File: src/rtl/core/swm_pkg.sv
// Shared constants, types and state codes of the sliding window maximum core.
package swm_pkg;

  localparam int unsigned DataW     = 32;
  localparam int unsigned MaxWindow = 64;
  localparam int unsigned WinW      = 7;
  localparam int unsigned PtrW      = $clog2(MaxWindow);
  localparam int unsigned OccW      = $clog2(MaxWindow + 1);
  localparam int unsigned PosW      = $clog2(2 * MaxWindow);
  localparam int unsigned QDepth    = 4;
  localparam int unsigned QPtrW     = $clog2(QDepth);
  localparam int unsigned QCntW     = $clog2(QDepth + 1);
  localparam int unsigned AddrW     = 3;
  localparam int unsigned BusW      = 32;

  localparam logic [AddrW-1:0] RegWindowLen = AddrW'(0);

  typedef struct packed {
    logic signed [DataW-1:0] sample;
    logic                    last;
    logic [WinW-1:0]         win;
  } item_t;

  typedef struct packed {
    logic signed [DataW-1:0] value;
    logic [PosW-1:0]         pos;
  } entry_t;

  typedef struct packed {
    logic empty;
    logic full;
  } q_status_t;

  typedef enum logic [1:0] {
    StIdle,
    StFront,
    StBack,
    StAppend
  } state_e;

endpackage

File: src/rtl/core/sliding_window_maximum_core.sv
// Top level of the sliding window maximum core: config register, front, queue and back.
//
//   channel   direction  handshake                  payload
//   input     in         push / full                sample_i, last_in_stream_i
//   result    out        pop / empty                window_max_o, result_last_o
//   config    in         psel/penable/pwrite/pready window_len at byte address 0
//
// A word into an empty deque goes from idle straight to append; otherwise the front and
// back states first drop expired and smaller entries one at a time, as set by the
// single read port of the entry RAM. The append also waits while the result register
// still holds an unpopped word.
// Reset clears pointers, counters and the window length (to 1); the entry RAM needs no
// clearing pass. A four-word queue decouples input from the deque engine, and the
// result register lets the engine run on while a word waits to be popped.
module sliding_window_maximum_core (
  input  logic                             clk_i,
  input  logic                             rst_ni,
  input  logic                             push_i,
  output logic                             full_o,
  input  logic signed [swm_pkg::DataW-1:0] sample_i,
  input  logic                             last_in_stream_i,
  input  logic                             pop_i,
  output logic                             empty_o,
  output logic signed [swm_pkg::DataW-1:0] window_max_o,
  output logic                             result_last_o,
  input  logic                             psel,
  input  logic                             penable,
  input  logic                             pwrite,
  input  logic [swm_pkg::AddrW-1:0]        paddr,
  input  logic [swm_pkg::BusW-1:0]         pwdata,
  output logic [swm_pkg::BusW-1:0]         prdata,
  output logic                             pready
);

  logic [swm_pkg::WinW-1:0] window_len_q;
  logic                     q_push, q_pop;
  swm_pkg::item_t           q_in, q_out;
  swm_pkg::q_status_t       q_status;

  assign pready = 1'b1;
  assign prdata = (paddr == swm_pkg::RegWindowLen)
                  ? swm_pkg::BusW'(window_len_q) : '0;

  always_ff @(posedge clk_i or negedge rst_ni) begin
    if (!rst_ni) begin
      window_len_q <= swm_pkg::WinW'(1);
    end else if (psel && penable && pwrite && pready && (paddr[2] == 1'b0)) begin
      window_len_q <= pwdata[swm_pkg::WinW-1:0];
    end
  end

  swm_front u_front (
    .push_i,
    .sample_i,
    .last_in_stream_i,
    .window_len_i(window_len_q),
    .q_status_i  (q_status),
    .full_o,
    .q_push_o    (q_push),
    .q_data_o    (q_in)
  );

  swm_fifo u_fifo (
    .clk_i,
    .rst_ni,
    .push_i  (q_push),
    .data_i  (q_in),
    .pop_i   (q_pop),
    .data_o  (q_out),
    .status_o(q_status)
  );

  swm_back u_back (
    .clk_i,
    .rst_ni,
    .q_status_i(q_status),
    .q_data_i  (q_out),
    .q_pop_o   (q_pop),
    .empty_o,
    .pop_i,
    .window_max_o,
    .result_last_o
  );

endmodule

File: src/rtl/core/swm_ram.sv
// Generic single-write, single-read RAM with registered read data.
module swm_ram #(
  parameter int unsigned Width = 8,
  parameter int unsigned Depth = 16
) (
  input  logic                     clk_i,
  input  logic                     wr_en_i,
  input  logic [$clog2(Depth)-1:0] wr_addr_i,
  input  logic [Width-1:0]         wr_data_i,
  input  logic                     rd_en_i,
  input  logic [$clog2(Depth)-1:0] rd_addr_i,
  output logic [Width-1:0]         rd_data_o
);

  logic [Width-1:0] mem_q [Depth];

  always_ff @(posedge clk_i) begin
    if (wr_en_i) begin
      mem_q[wr_addr_i] <= wr_data_i;
    end
    if (rd_en_i) begin
      rd_data_o <= mem_q[rd_addr_i];
    end
  end

endmodule

File: src/rtl/core/swm_fifo.sv
// Short word queue between the front and back parts.
module swm_fifo (
  input  logic              clk_i,
  input  logic              rst_ni,
  input  logic              push_i,
  input  swm_pkg::item_t    data_i,
  input  logic              pop_i,
  output swm_pkg::item_t    data_o,
  output swm_pkg::q_status_t status_o
);

  swm_pkg::item_t                  slot_q [swm_pkg::QDepth];
  logic [swm_pkg::QPtrW-1:0]       wr_ptr_q, rd_ptr_q;
  logic [swm_pkg::QCntW-1:0]       cnt_q;
  logic                            do_push, do_pop;

  assign status_o.empty = (cnt_q == '0);
  assign status_o.full  = (cnt_q == swm_pkg::QCntW'(swm_pkg::QDepth));
  assign do_push        = push_i & ~status_o.full;
  assign do_pop         = pop_i & ~status_o.empty;
  assign data_o         = slot_q[rd_ptr_q];

  always_ff @(posedge clk_i) begin
    if (do_push) begin
      slot_q[wr_ptr_q] <= data_i;
    end
  end

  always_ff @(posedge clk_i or negedge rst_ni) begin
    if (!rst_ni) begin
      wr_ptr_q <= '0;
      rd_ptr_q <= '0;
      cnt_q    <= '0;
    end else begin
      if (do_push) wr_ptr_q <= wr_ptr_q + 1'b1;
      if (do_pop)  rd_ptr_q <= rd_ptr_q + 1'b1;
      case ({do_push, do_pop})
        2'b10:   cnt_q <= cnt_q + 1'b1;
        2'b01:   cnt_q <= cnt_q - 1'b1;
        default: cnt_q <= cnt_q;
      endcase
    end
  end

endmodule

File: src/rtl/core/swm_front.sv
// Front part: takes input words and tags each with its effective window length.
module swm_front (
  input  logic                            push_i,
  input  logic signed [swm_pkg::DataW-1:0] sample_i,
  input  logic                            last_in_stream_i,
  input  logic [swm_pkg::WinW-1:0]        window_len_i,
  input  swm_pkg::q_status_t              q_status_i,
  output logic                            full_o,
  output logic                            q_push_o,
  output swm_pkg::item_t                  q_data_o
);

  logic [swm_pkg::WinW-1:0] win_eff;

  // clamp the window into 1..MaxWindow
  always_comb begin
    if (window_len_i == '0) begin
      win_eff = swm_pkg::WinW'(1);
    end else if (window_len_i > swm_pkg::WinW'(swm_pkg::MaxWindow)) begin
      win_eff = swm_pkg::WinW'(swm_pkg::MaxWindow);
    end else begin
      win_eff = window_len_i;
    end
  end

  assign full_o          = q_status_i.full;
  assign q_push_o        = push_i & ~q_status_i.full;
  assign q_data_o.sample = sample_i;
  assign q_data_o.last   = last_in_stream_i;
  assign q_data_o.win    = win_eff;

endmodule

File: src/rtl/core/swm_back.sv
// Back part: runs the monotonic deque over the entry RAM and holds the result.
module swm_back (
  input  logic                             clk_i,
  input  logic                             rst_ni,
  input  swm_pkg::q_status_t               q_status_i,
  input  swm_pkg::item_t                   q_data_i,
  output logic                             q_pop_o,
  output logic                             empty_o,
  input  logic                             pop_i,
  output logic signed [swm_pkg::DataW-1:0] window_max_o,
  output logic                             result_last_o
);

  swm_pkg::state_e               state_q, state_d;
  logic [swm_pkg::PtrW-1:0]      head_q, head_d, tail_q, tail_d;
  logic [swm_pkg::OccW-1:0]      occ_q, occ_d, fill_q, fill_d, fill_inc;
  logic [swm_pkg::PosW-1:0]      pos_q, pos_d, age;
  swm_pkg::item_t                cur_q, cur_d;
  logic signed [swm_pkg::DataW-1:0] head_val_q, head_val_d;
  logic                          res_valid_q, res_valid_d;
  logic signed [swm_pkg::DataW-1:0] res_value_q, res_value_d;
  logic                          res_last_q, res_last_d;

  logic                          rd_en, wr_en;
  logic [swm_pkg::PtrW-1:0]      rd_addr;
  logic [$bits(swm_pkg::entry_t)-1:0] rd_raw;
  swm_pkg::entry_t               rd_ent, wr_ent;

  swm_ram #(
    .Width($bits(swm_pkg::entry_t)),
    .Depth(swm_pkg::MaxWindow)
  ) u_entry_ram (
    .clk_i,
    .wr_en_i  (wr_en),
    .wr_addr_i(tail_q),
    .wr_data_i(wr_ent),
    .rd_en_i  (rd_en),
    .rd_addr_i(rd_addr),
    .rd_data_o(rd_raw)
  );

  assign rd_ent        = rd_raw;
  assign age           = pos_q - rd_ent.pos;
  assign fill_inc      = (fill_q == swm_pkg::OccW'(swm_pkg::MaxWindow)) ? fill_q
                                                                        : fill_q + 1'b1;
  assign wr_ent.value  = cur_q.sample;
  assign wr_ent.pos    = pos_q;
  assign empty_o       = ~res_valid_q;
  assign window_max_o  = res_value_q;
  assign result_last_o = res_last_q;

  always_ff @(posedge clk_i or negedge rst_ni) begin
    if (!rst_ni) begin
      state_q     <= swm_pkg::StIdle;
      head_q      <= '0;
      tail_q      <= '0;
      occ_q       <= '0;
      pos_q       <= '0;
      fill_q      <= '0;
      res_valid_q <= 1'b0;
    end else begin
      state_q     <= state_d;
      head_q      <= head_d;
      tail_q      <= tail_d;
      occ_q       <= occ_d;
      pos_q       <= pos_d;
      fill_q      <= fill_d;
      res_valid_q <= res_valid_d;
    end
  end

  always_ff @(posedge clk_i) begin
    cur_q       <= cur_d;
    head_val_q  <= head_val_d;
    res_value_q <= res_value_d;
    res_last_q  <= res_last_d;
  end

  always_comb begin
    state_d     = state_q;
    head_d      = head_q;
    tail_d      = tail_q;
    occ_d       = occ_q;
    pos_d       = pos_q;
    fill_d      = fill_q;
    cur_d       = cur_q;
    head_val_d  = head_val_q;
    res_valid_d = res_valid_q & ~pop_i;
    res_value_d = res_value_q;
    res_last_d  = res_last_q;
    q_pop_o     = 1'b0;
    rd_en       = 1'b0;
    rd_addr     = head_q;
    wr_en       = 1'b0;

    case (state_q)
      swm_pkg::StIdle: begin
        if (!q_status_i.empty) begin
          q_pop_o = 1'b1;
          cur_d   = q_data_i;
          rd_en   = 1'b1;
          rd_addr = head_q;
          state_d = (occ_q != '0) ? swm_pkg::StFront : swm_pkg::StAppend;
        end
      end

      swm_pkg::StFront: begin
        if (age >= swm_pkg::PosW'(cur_q.win)) begin
          // drop the expired front word
          head_d = head_q + 1'b1;
          occ_d  = occ_q - 1'b1;
          if (occ_q == swm_pkg::OccW'(1)) begin
            state_d = swm_pkg::StAppend;
          end else begin
            rd_en   = 1'b1;
            rd_addr = head_q + 1'b1;
          end
        end else begin
          head_val_d = rd_ent.value;
          rd_en      = 1'b1;
          rd_addr    = tail_q - 1'b1;
          state_d    = swm_pkg::StBack;
        end
      end

      swm_pkg::StBack: begin
        if (rd_ent.value < cur_q.sample) begin
          // drop the smaller back word
          tail_d = tail_q - 1'b1;
          occ_d  = occ_q - 1'b1;
          if (occ_q == swm_pkg::OccW'(1)) begin
            state_d = swm_pkg::StAppend;
          end else begin
            rd_en   = 1'b1;
            rd_addr = tail_q - 2'd2;
          end
        end else begin
          state_d = swm_pkg::StAppend;
        end
      end

      swm_pkg::StAppend: begin
        // hold until the result register is free
        if (!res_valid_q || pop_i) begin
          wr_en = 1'b1;
          if (fill_inc >= swm_pkg::OccW'(cur_q.win)) begin
            res_valid_d = 1'b1;
            res_value_d = (occ_q == '0) ? cur_q.sample : head_val_q;
            res_last_d  = cur_q.last;
          end
          if (cur_q.last) begin
            head_d = '0;
            tail_d = '0;
            occ_d  = '0;
            pos_d  = '0;
            fill_d = '0;
          end else begin
            tail_d = tail_q + 1'b1;
            occ_d  = occ_q + 1'b1;
            pos_d  = pos_q + 1'b1;
            fill_d = fill_inc;
          end
          state_d = swm_pkg::StIdle;
        end
      end

      default: state_d = swm_pkg::StIdle;
    endcase
  end

endmodule
File: config.mk
export PLATFORM = sky130hd
export DESIGN_NAME = sliding_window_maximum_core
export DESIGN_NICKNAME = d
export VERILOG_FILES = /design/src/rtl/core/swm_pkg.sv /design/src/rtl/core/sliding_window_maximum_core.sv /design/src/rtl/core/swm_ram.sv /design/src/rtl/core/swm_fifo.sv /design/src/rtl/core/swm_front.sv /design/src/rtl/core/swm_back.sv
export SDC_FILE = /design/constraint.sdc
export NUM_CORES = 2
export LEC_CHECK = 0
export BUFFER_PORTS_ARGS = -buffer_cell sky130_fd_sc_hd__buf_2
export CORE_MARGIN = 2
export CORE_UTILIZATION = 55
export CTS_BUF_LIST = sky130_fd_sc_hd__clkbuf_8
export DETAILED_ROUTE_END_ITERATION = 6
export PLACE_DENSITY = 0.74
export SLEW_MARGIN = 20
export SYNTH_ARGS = -nofsm -noshare
export SYNTH_HDL_FRONTEND = slang
export SYNTH_SLANG_ARGS = --single-unit
File: constraint.sdc
create_clock -name clk_i -period 6.17 [get_ports clk_i]
set_input_delay 0.617 -clock clk_i [delete_from_list [all_inputs] [get_ports clk_i]]
set_output_delay 0.617 -clock clk_i [all_outputs]
set_load 0.01 [all_outputs]
==> reports/metrics.csv <==
stage,metric,value,unit
synth,syn_inst,7837,
drt,wl,307000,um
placement,hpwlAfterDp,175000,um
worst_setup_path,worstSetupPathType,reg -> reg,
synth,synth_flop_cell,edfxtp_1,
grt,grt_pass1_wl,444000,um
synth,synth_edf_count,2800,
timing,setup_violations,0,
drt,via_per_inst,6.30,
outcome,violations,DRC,
worst_setup_path,arrival,6.75,ns
layout,seq_area,85300,um^2
synth,async_flop_share,1.75,%
timing,max_freq,0.168,GHz
die,row_count,167,
timing,worst_slew_pin_slew,1.08,ns
grt,antenna_found_initial,9,
worst_setup_path,reg2reg_slack,0.22,ns
flow_run,drv_cap,0,
placement,pre_cts_slack,0.103,ns
clock_tree,path_clk_slew,0.07,ns
synth,syn-cell-area,114000,um^2
synth,synth.distinct_cells,84,
placement,io_buffers,91,
timing,period_needed,5.95,ns
layout,layout.nets,8453,
placement,routabilityCongestion,0.885,
drt,via_count,71376,
timing,finalWorstSetupSlack,0.219,ns
synth,synth.largest_area_cell,edfxtp_1,
layout,area_delta_synth_final,12.2,%
min_path,hold_path_class,in -> reg,
clock_tree,cts_tree,built,
die,core,207000,um^2
clock_tree,clkSinkCount,2850,
timing,slew_violations,0,
grt,grt_max_degree,126,
die,fp.dieH,459,um
drt,avgRoutedWirePerCell,27.1,um
layout,multi_input_area,26600,um^2
worst_setup_path,worstPathMaxFanout,41,
synth,synth.top_cell.area_share,73.7,%
worst_setup_path,endpoint_kind,flip-flop,
drt,drtAntennaViolNets,0,
layout,layout-drive-gt1-share,14.7,%
drt,dr.pass1.iters,7,
synth,synth.area.top_cells,"edfxtp_1 (74%), nand2_1 (6.2%), mux2i_1 (2.3%)",
clock_tree,cts_root_buffer,clkbuf_8,
timing,fin_crit_sh,96.4,%
clock_tree,cts_buffers,445,
placement,dp_cells,10490,
grt,gr-usage-all-layers,28.4,%
synth,yosys_warnings,0,
synth,ys_seq_area_share,74.8,%
synth,ys_ff_latch,2850,
timing,relSlewSlack,27.8,%
clock_tree,clockBufferDepth,4,
layout,final_common_cell,edfxtp_1,
grt,grt.overflow.total,0,
grt,first_global_vias,69169,
layout,fillers,14533,
worst_setup_path,worstSetupStartpointType,flip-flop,
layout,finalNonFillerCells,11328,
clock_tree,insertion_delay,1.11,ns
worst_setup_path,cp.required,6.97,ns
timing,finClkSkew,0.0779,ns
timing,hold_violations,0,
synth,syn-mean-instance-area,14.6,um^2
drt,drc,9,
layout,final_cell_mix,"edfxtp_1 (2800), nand2_1 (1895), clkbuf_8 (456)",
die,die_area,211000,um^2
outcome,status,"finished, violations left",
die,die_w,459,um
clock_tree,htreeDepth,5,
drt,drtIter0Drc,9654,
die,pin_count,143,
die,start_util,55.2,%
## cell families (layout without fill, tap and decap cells)
group / after synthesis / after routing / synth area share (%)
DFF: 2850 / 2850 / 74.8
muxes: 387 / 389 / 4.00
and+or+nand+nor: 2935 / 2937 / 11.2
AOI/OAI and AO/OA: 964 / 965 / 6.33
xor gates and xnor gates: 29 / 29 / 0.223
other: 2 / 31 / 0.00659
buffers and inverters: 593 / 1346 / 2.57
adders and majority gates: 77 / 77 / 0.858
## synth_stat cells (all sizes together) (14+ instances only)
| library cell | n |
|---|---|
| xnor2 | 15 |
| nor2 | 153 |
| inv | 69 |
| a211oi | 45 |
| mux4 | 47 |
| mux2 | 79 |
| o22ai | 41 |
| ha | 75 |
| o221ai | 41 |
| a21oi | 126 |
| dfrtp | 49 |
| o211ai | 42 |
| and2 | 15 |
| nor2b | 15 |
| a2111oi | 39 |
| a22oi | 40 |
| nor3 | 92 |
| a32o | 39 |
| a31oi | 235 |
| buf | 313 |
| a311oi | 81 |
| clkbuf | 211 |
| edfxtp | 2800 |
| o2111a | 36 |
| nand2 | 1901 |
| xor2 | 14 |
| o21ai | 78 |
| a221oi | 79 |
| and3 | 322 |
| mux2i | 261 |
| nand3 | 392 |
## path summary, 6_finish.rpt
check	endpoint	startpoint	cells past startpoint
min in group asynchronous	u_back.head_q[4]	rst_ni	3
worst min-delay path	window_len_q[0]	pwrite	3
max in group asynchronous	u_fifo.rd_ptr_q[0]	rst_ni	3
worst min register to register	u_back.head_val_q[28]	u_back.u_entry_ram.rd_data_o[35]	0
worst max-delay path	u_back.u_entry_ram.rd_data_o[3]	u_back.pos_q[0]	25
worst max register to register	u_back.u_entry_ram.rd_data_o[3]	u_back.pos_q[0]	25
## per-layer routing
metal | vias up | part of all wire [%] | GRT usage [%]
li1 | 30522 | - | -
met1 | 35413 | 37 | 39.5
met2 | 4711 | 46 | 43.6
met3 | 726 | 12 | 5.94
met4 | 4 | 4.6 | 12.9
met5 | - | 0.0075 | 0
## area by class of cell
cell class	instances	area share (%)
antenna	5	0.00978
inverter	69	0.202
clock inverter	309	1.14
timing repair buffer	512	3.61
clock buffer	456	4.90
multi-input combinational	4423	20.8
sequential	2850	66.7
tap	2704	2.64
## flip-flops by register name, summed over array words and instances, names as in the netlist
signal                        flops
u_back.u_entry_ram.mem_q       2496
u_fifo.slot_q                   160
u_back.cur_q                     40
u_back.u_entry_ram.rd_data_o     39
u_back.head_val_q                32
u_back.window_max_o              32
u_back.fill_q                     7
u_back.occ_q                      7
u_back.pos_q                      7
window_len_q                      7
u_back.head_q                     6
u_back.tail_q                     6
u_fifo.cnt_q                      3
u_back.state_q                    2
u_fifo.rd_ptr_q                   2
u_fifo.wr_ptr_q                   2
u_back.res_valid_q                1
u_back.result_last_o              1
## worst max-delay path, stage by stage (launching register included)
cell and delay [ns]:
dfrtp_2 0.36, inv_1 0.04, ha_1 0.20, fa_1 0.40, inv_1 0.07, a21oi_1 0.06
o21bai_1 0.22, a21o_1 0.15, a21oi_1 0.07, xnor2_1 0.19, ha_1 0.30, a21oi_1 0.19
nand3_2 0.17, a211o_1 0.28, o311ai_1 0.11, a221oi_1 0.14, buf_4 0.20, mux2i_4 0.25
buf_12 0.26, buf_4 0.38, nand2_1 0.11, and3_1 0.18, a31oi_1 0.20, a221oi_1 0.17
o2111a_1 0.39, a2111oi_2 0.53
## what timing repair did
item / 4_1_cts / 5_1_grt
gates resized for setup: 0 / 13
buffers inserted: 0 / 18
hold endpoints to repair: 192 / 0
hold buffers: 43 / 0
setup endpoints to repair: 0 / 39
## through the flow
step                hold WS, ns  setup TNS (ns)  cell area (um^2)  utilization [%]
floorplan                 0.321               0            114000                -
global placement          0.477               0            119000             57.8
detailed placement        0.478               0            119000             57.8
CTS                      0.0928               0            128000             61.8
global route              0.174        -0.00673            128000             61.9
finish                    0.194               0            128000             61.9
Power is left out: the tool's default activity adds up to more than one toggle a clock period on the data nets, which glitch-free logic cannot reach.
